`src/rtl/lzwcl_pkg.sv`:
```
// shared types and constants of the lzw compressed length block
`default_nettype none

package lzwcl_pkg;

	localparam int BYTE_BITS       = 8;
	localparam int COUNT_BITS      = 16;
	localparam int EPOCH_BITS      = 8;
	localparam int FIRST_FREE_CODE = 256;

	// controller states, one-hot
	typedef enum logic [3:0] {
		ST_CLEAR = 4'b0001,
		ST_IDLE  = 4'b0010,
		ST_HASH  = 4'b0100,
		ST_CHECK = 4'b1000
	} state_t;

	// controller to datapath
	typedef struct packed {
		logic take;        // input transaction accepted
		logic hash_step;   // reduce hash by one table size
		logic probe_start; // issue first table read
		logic check;       // examine read data
		logic clr;         // write one clearing entry
	} cmd_t;

	// datapath to controller
	typedef struct packed {
		logic hash_ready;  // hash below table size
		logic probe_done;  // hit, empty slot or probes exhausted
		logic clr_done;    // last entry of clearing pass
		logic epoch_full;  // epoch wraps on next segment
		logic pend;        // result waiting for output register
	} status_t;

endpackage

`default_nettype wire

```
`src/rtl/lzwcl_ctrl.sv`:
```
// sequencing controller: clearing pass, hash reduction and probe loop
`default_nettype none

module lzwcl_ctrl (
	input  wire logic              clk,
	input  wire logic              arst_n,
	input  wire logic              byte_valid,
	input  wire logic              first_byte,
	output logic                   byte_ready,
	input  wire lzwcl_pkg::status_t status,
	output lzwcl_pkg::cmd_t        cmd
);

	lzwcl_pkg::state_t state_q, state_d;

	// accept only when idle and no result is stuck
	assign byte_ready = (state_q == lzwcl_pkg::ST_IDLE) && !status.pend;

	// next state and commands
	always_comb begin
		state_d         = state_q;
		cmd             = '0;
		unique case (state_q)
			lzwcl_pkg::ST_CLEAR: begin
				cmd.clr = 1'b1;
				if (status.clr_done) begin
					state_d = lzwcl_pkg::ST_IDLE;
				end
			end
			lzwcl_pkg::ST_IDLE: begin
				cmd.take = byte_valid && !status.pend;
				if (cmd.take) begin
					if (!first_byte) begin
						state_d = lzwcl_pkg::ST_HASH;
					end else if (status.epoch_full) begin
						state_d = lzwcl_pkg::ST_CLEAR;
					end
				end
			end
			lzwcl_pkg::ST_HASH: begin
				if (status.hash_ready) begin
					cmd.probe_start = 1'b1;
					state_d         = lzwcl_pkg::ST_CHECK;
				end else begin
					cmd.hash_step = 1'b1;
				end
			end
			lzwcl_pkg::ST_CHECK: begin
				cmd.check = 1'b1;
				if (status.probe_done) begin
					state_d = lzwcl_pkg::ST_IDLE;
				end
			end
			default: begin
				state_d = lzwcl_pkg::ST_CLEAR;
			end
		endcase
	end

	// state register, clearing pass after reset
	always_ff @(posedge clk or negedge arst_n) begin
		if (!arst_n) begin
			state_q <= lzwcl_pkg::ST_CLEAR;
		end else begin
			state_q <= state_d;
		end
	end

endmodule

`default_nettype wire

```
`config.mk`:
```
export PLATFORM = sky130hd
export DESIGN_NAME = lzwcl_ctrl
export DESIGN_NICKNAME = d
export VERILOG_FILES = /design/src/rtl/lzwcl_pkg.sv /design/src/rtl/lzwcl_ctrl.sv
export SDC_FILE = /design/constraint.sdc
export NUM_CORES = 1
export LEC_CHECK = 0
export ABC_CLOCK_PERIOD_IN_PS = 1800
export BUFFER_PORTS_ARGS = -buffer_cell sky130_fd_sc_hd__buf_2
export CORE_AREA = 8 8 45 47
export DETAILED_ROUTE_END_ITERATION = 6
export DIE_AREA = 0 0 53 55
export GPL_TIMING_DRIVEN = 1
export SYNTH_ARGS = -nofsm -noshare
export SYNTH_HDL_FRONTEND = slang
export SYNTH_SLANG_ARGS = --single-unit
```
`constraint.sdc`:
```
create_clock -name clk -period 1.8 [get_ports clk]
set_clock_uncertainty 0.1 [all_clocks]
set_input_delay 0.27 -clock clk [delete_from_list [all_inputs] [get_ports clk]]
set_output_delay 0.27 -clock clk [all_outputs]
set_load 0.005 [all_outputs]
```
# Yosys cells after proc, flatten, opt, wreduce, memory -nomap -nowiden
# Index checks and enable logic that the tools add are counted.
# op_classes
addsub,0
multipliers,0
div,0
magnitude_cmp,0
eq_ne,9
shift,0
muxes,13
bitwise,0
n_reduce_logical,4
# op_table
op,count
$mux 4,6
$pmux 4 s4,1
$ne 2x2->1 const B,3
$mux 1,5
$reduce_and 5->1,1
$eq 4x1->1 const B,1
$eq 4x2->1 const B,1
$eq 4x3->1 const B,1
$eq 4x4->1 const B,1
$ne 3x3->1 const B,1
$logic_and 1x1->1,2
$mux 2,1
$ne 2x1->1 const B,1
$logic_not 1->1,1
# word_totals
ff_bits,4
latchBits,0
ram_bits,0
rom_bits,0
inputBits,9
output_inout_bits,6
wordCells,27
memories,0

# Longest topological paths before layout
# depth
depth_word,4
mapped_depth,4
depth_no_buf,3

# Least setup slack after synthesis
# OpenSTA, ideal clock, no wires.
# synth_path
path_kind,register to register
from,register state_q[2]
to,register state_q[0]
setup_ns,0.079
t_arrival_ns,1.371
required_ns,1.621
path_slack_ns,0.250
path_stages_with_launch,5
path_buffers,1
period_less_slack_ns,1.550
path_cell_list,dfrtp_1 buf_6 or4b_4 o21bai_1 a41o_1
# synth_via
elab_chain_len,3
# synth_rtl
item,line,rtl
start: declaration,lzwcl_ctrl.sv:14,"lzwcl_pkg::state_t state_q, state_d;"
start signal: assignment,lzwcl_ctrl.sv:63,state_q <= lzwcl_pkg::ST_CLEAR;
start signal: assignment,lzwcl_ctrl.sv:65,state_q <= state_d;
$eq 4x2->1 (tied with other cells),lzwcl_ctrl.sv:23,unique case (state_q)
$ne 3x3->1 (no line) (tied with other cells),n/a,
$reduce_and 5->1 (no line),n/a,
# Parallel ways exist; a longest one is shown, timed or not.
# A chain may end at the register's enable or synchronous reset.

# Worst setup path in the final report
# layout_path
from,register state_q[3]
to,output port byte_ready
# layout_via
elab_chain_len,2
# layout_rtl
item,line,rtl
$eq 4x2->1,lzwcl_ctrl.sv:17,assign byte_ready = (state_q == lzwcl_pkg::ST_IDLE) && !status.pend;
$logic_and 1x1->1,lzwcl_ctrl.sv:17,
end: declaration,lzwcl_ctrl.sv:9,"output logic byte_ready,"
# No other way between the ends.

==> impl_metrics.toml <==
[job]
drv_cap = 0

[sta]
tns_ps = 0
fmaxAchievable_mhz = 558
period_share = 0.996
whs_ps = 133
rsz0062_at_grt = "yes"
slew_headroom = 0.775
setup_ws_ps = 6.38
worst_slew_pin_slew_ps = 333
hold_viol_final = 0
drv_slew = 0
finalSetupViolCount = 0
fin_crit_ps = 1790

[die]
fp.dieW_um = 53
row_count = 14
die_h_um = 55
die-area_sq_um = 2920
core_sq_um = 1380
start_util = 0.243
pin_count = 15

[routing]
post_drt_wl_per_cell_um = 11.8
drt-pass1-iter-count = 2
drt_iter0_drc = 4
route.vias.total = 367
drc = 0
routed_wl_um = 912
viasPerCell = 4.77
postRouteAntennaNets = 0

[clock_tree]
cts_tree = "yes"
htreeDepth = 1
cts_sinks = 4
clock_latency_ps = 240
cts_root_buffer = "clkbuf_4"
cts.path.max_buffers = 2
cts_made_buffers = 3
clk_pin_slew_worst_paths_ps = 40

[placed_design]
place_area_sq_um = 413
place_congestion = 0.805
io_buffers = 14
place_ws_ps = 210

[final_layout]
largest_reg_flops = 4
largestRegisters = "state_q (4)"
fill_cells = 144
fin_nets = 71
drive_gt1_frac = 0.508
top_register = "state_q"
antenna_cells = 0
fin_area_sq_um = 504
utilization = 0.364
syn_to_final_growth_pct = 49.8

[grt]
grt_overflow = 0
antenna_found_initial = 0
grt_pass1_wl_um = 1570
track_usage = 0.0738
grt_start_max_net_pins = 12
grt_pass1_vias = 394

[setup_path]
arrival_ps = 1420
worstSetupStartpointType = "flip-flop"
critPathKind = "reg2out"
worst_r2r_path_depth = 4
reg2reg_to = "state_q[0]"
required_ps = 1430
r2r_setup_slack_ps = 110
cp_max_fo = 4
rr_startpoint = "state_q[3]"
cp-end-kind = "primary output"

[synth]
yosys.area.top_type = "dfrtp_1"
synthTopCellsByArea = "dfrtp_1, dfstp_2, nor4b_1"
synth_seq_area_share = 0.301
syn_inst = 39
syn-num-nets = 48
synth_top_area_share = 0.223
ys_types = 24
ys.warnings.count = 0
syn_area_sq_um = 337
synth-seq-cells = 4
avgSynthCellArea_sq_um = 8.63

[outcome]
outcome = "finished, final reports clean"

[pwr]
p_per_area_nw_per_um2 = 1020
ir_worst_vdd_mv = 0.407
p_leak_nw = 0.264

[min_path]
hold_path_depth = 2
hp-start = "first_byte"
hold_path.class = "in2reg"
hold_path_end = "state_q[2]"
-- kinds of logic after synthesis --
family,after synthesis,share of synthesized area
and+or+nand+nor,18,0.375
AOI/OAI and AO/OA,10,0.201
buffers and inverters,6,0.0967
DFF,4,0.301
xor gates and xnor gates,1,0.0260
-- how the worst max path moves through the flow --
stage | cells after the start | start | endpoint
2_1_floorplan | 4 | state_q[2] | state_q[0]
3_3_place_gp | 3 | state_q[3] | cmd[4]
3_5_place_dp | 3 | state_q[3] | cmd[4]
4_1_cts | 4 | state_q[1] | cmd[3]
5_1_grt | 4 | state_q[3] | cmd[1]
6_report | 3 | state_q[3] | byte_ready
-- worst max-delay path: stages (launching register included) --
cell and delay (ps):
dfrtp_2 420, or4b_4 550, nor2_1 100, buf_2 110
-- final cells by class --
| type | instances | area, sq um | area share |
|---|---|---|---|
| clock buffer | 4 | 26.3 | 0.0521 |
| timing repair buffer | 21 | 125 | 0.248 |
| inverter | 3 | 11.3 | 0.0223 |
| tap | 16 | 20.0 | 0.0397 |
| sequential | 4 | 104 | 0.206 |
| multi-input combinational | 29 | 218 | 0.432 |
-- stage by stage --
step / cells / total power, mW
2_1_floorplan: 39 / 0.301
3_3_place_gp: 67 / 0.353
3_5_place_dp: 67 / 0.358
4_1_cts: 76 / 0.505
5_1_grt: 77 / 0.562
6_report: 77 / 0.514
-- layout by cell type, fill, tap and decap left out, types with 2 or more instances in the layout --
cell type   n
and3b_1     2
buf_2      14
buf_4       6
clkbuf_4    3
dfrtp_2     2
inv_1       3
nor2_1      3
nor3b_1     2
nor4b_2     2
o211ai_1    2
o21ai_0     3
-- where the power goes --
group | leakage, nW | internal (mW) | total, mW | switching (mW)
clock | 0.0150 | 0.0835 | 0.126 | 0.0421
combinational | 0.201 | 0.125 | 0.208 | 0.0824
sequential | 0.0482 | 0.126 | 0.181 | 0.0550
total | 0.264 | 0.335 | 0.514 | 0.179
-- repair_timing --
action                                 CTS  global route
endpoints found under the hold margin    4             0
setup buffers                            4             1
setup endpoints to repair                3             6
cloned                                   0             0
hold buffers                             1             0
gates resized for setup                  2             3
pin swaps                                2             1
-- synthesized netlist by cell type --
cell type / count
nor2_1: 4
dfrtp_1: 3
inv_1: 3
nor4b_1: 3
o21ai_0: 3
and3b_1: 2
buf_2: 2
nor3b_1: 2
o211ai_1: 2
a21o_1: 1
a21oi_1: 1
a41o_1: 1
and2_1: 1
and2b_1: 1
buf_6: 1
dfstp_2: 1
nand2_1: 1
nand2b_1: 1
nor2b_1: 1
o21bai_1: 1
o31ai_1: 1
or2b_2: 1
or4b_4: 1
xor2_1: 1
-- per-layer routing --
metal / share of wire / up-vias / track usage
met3: 0.044 / 0 / 0.0374
met1: 0.39 / 173 / 0.0624
met2: 0.57 / 10 / 0.133
met4: 0 / 0 / 0.0517
met5: 0 / - / 0
li1: - / 184 / -
No activity file was read; power rests on OpenSTA's default activity.
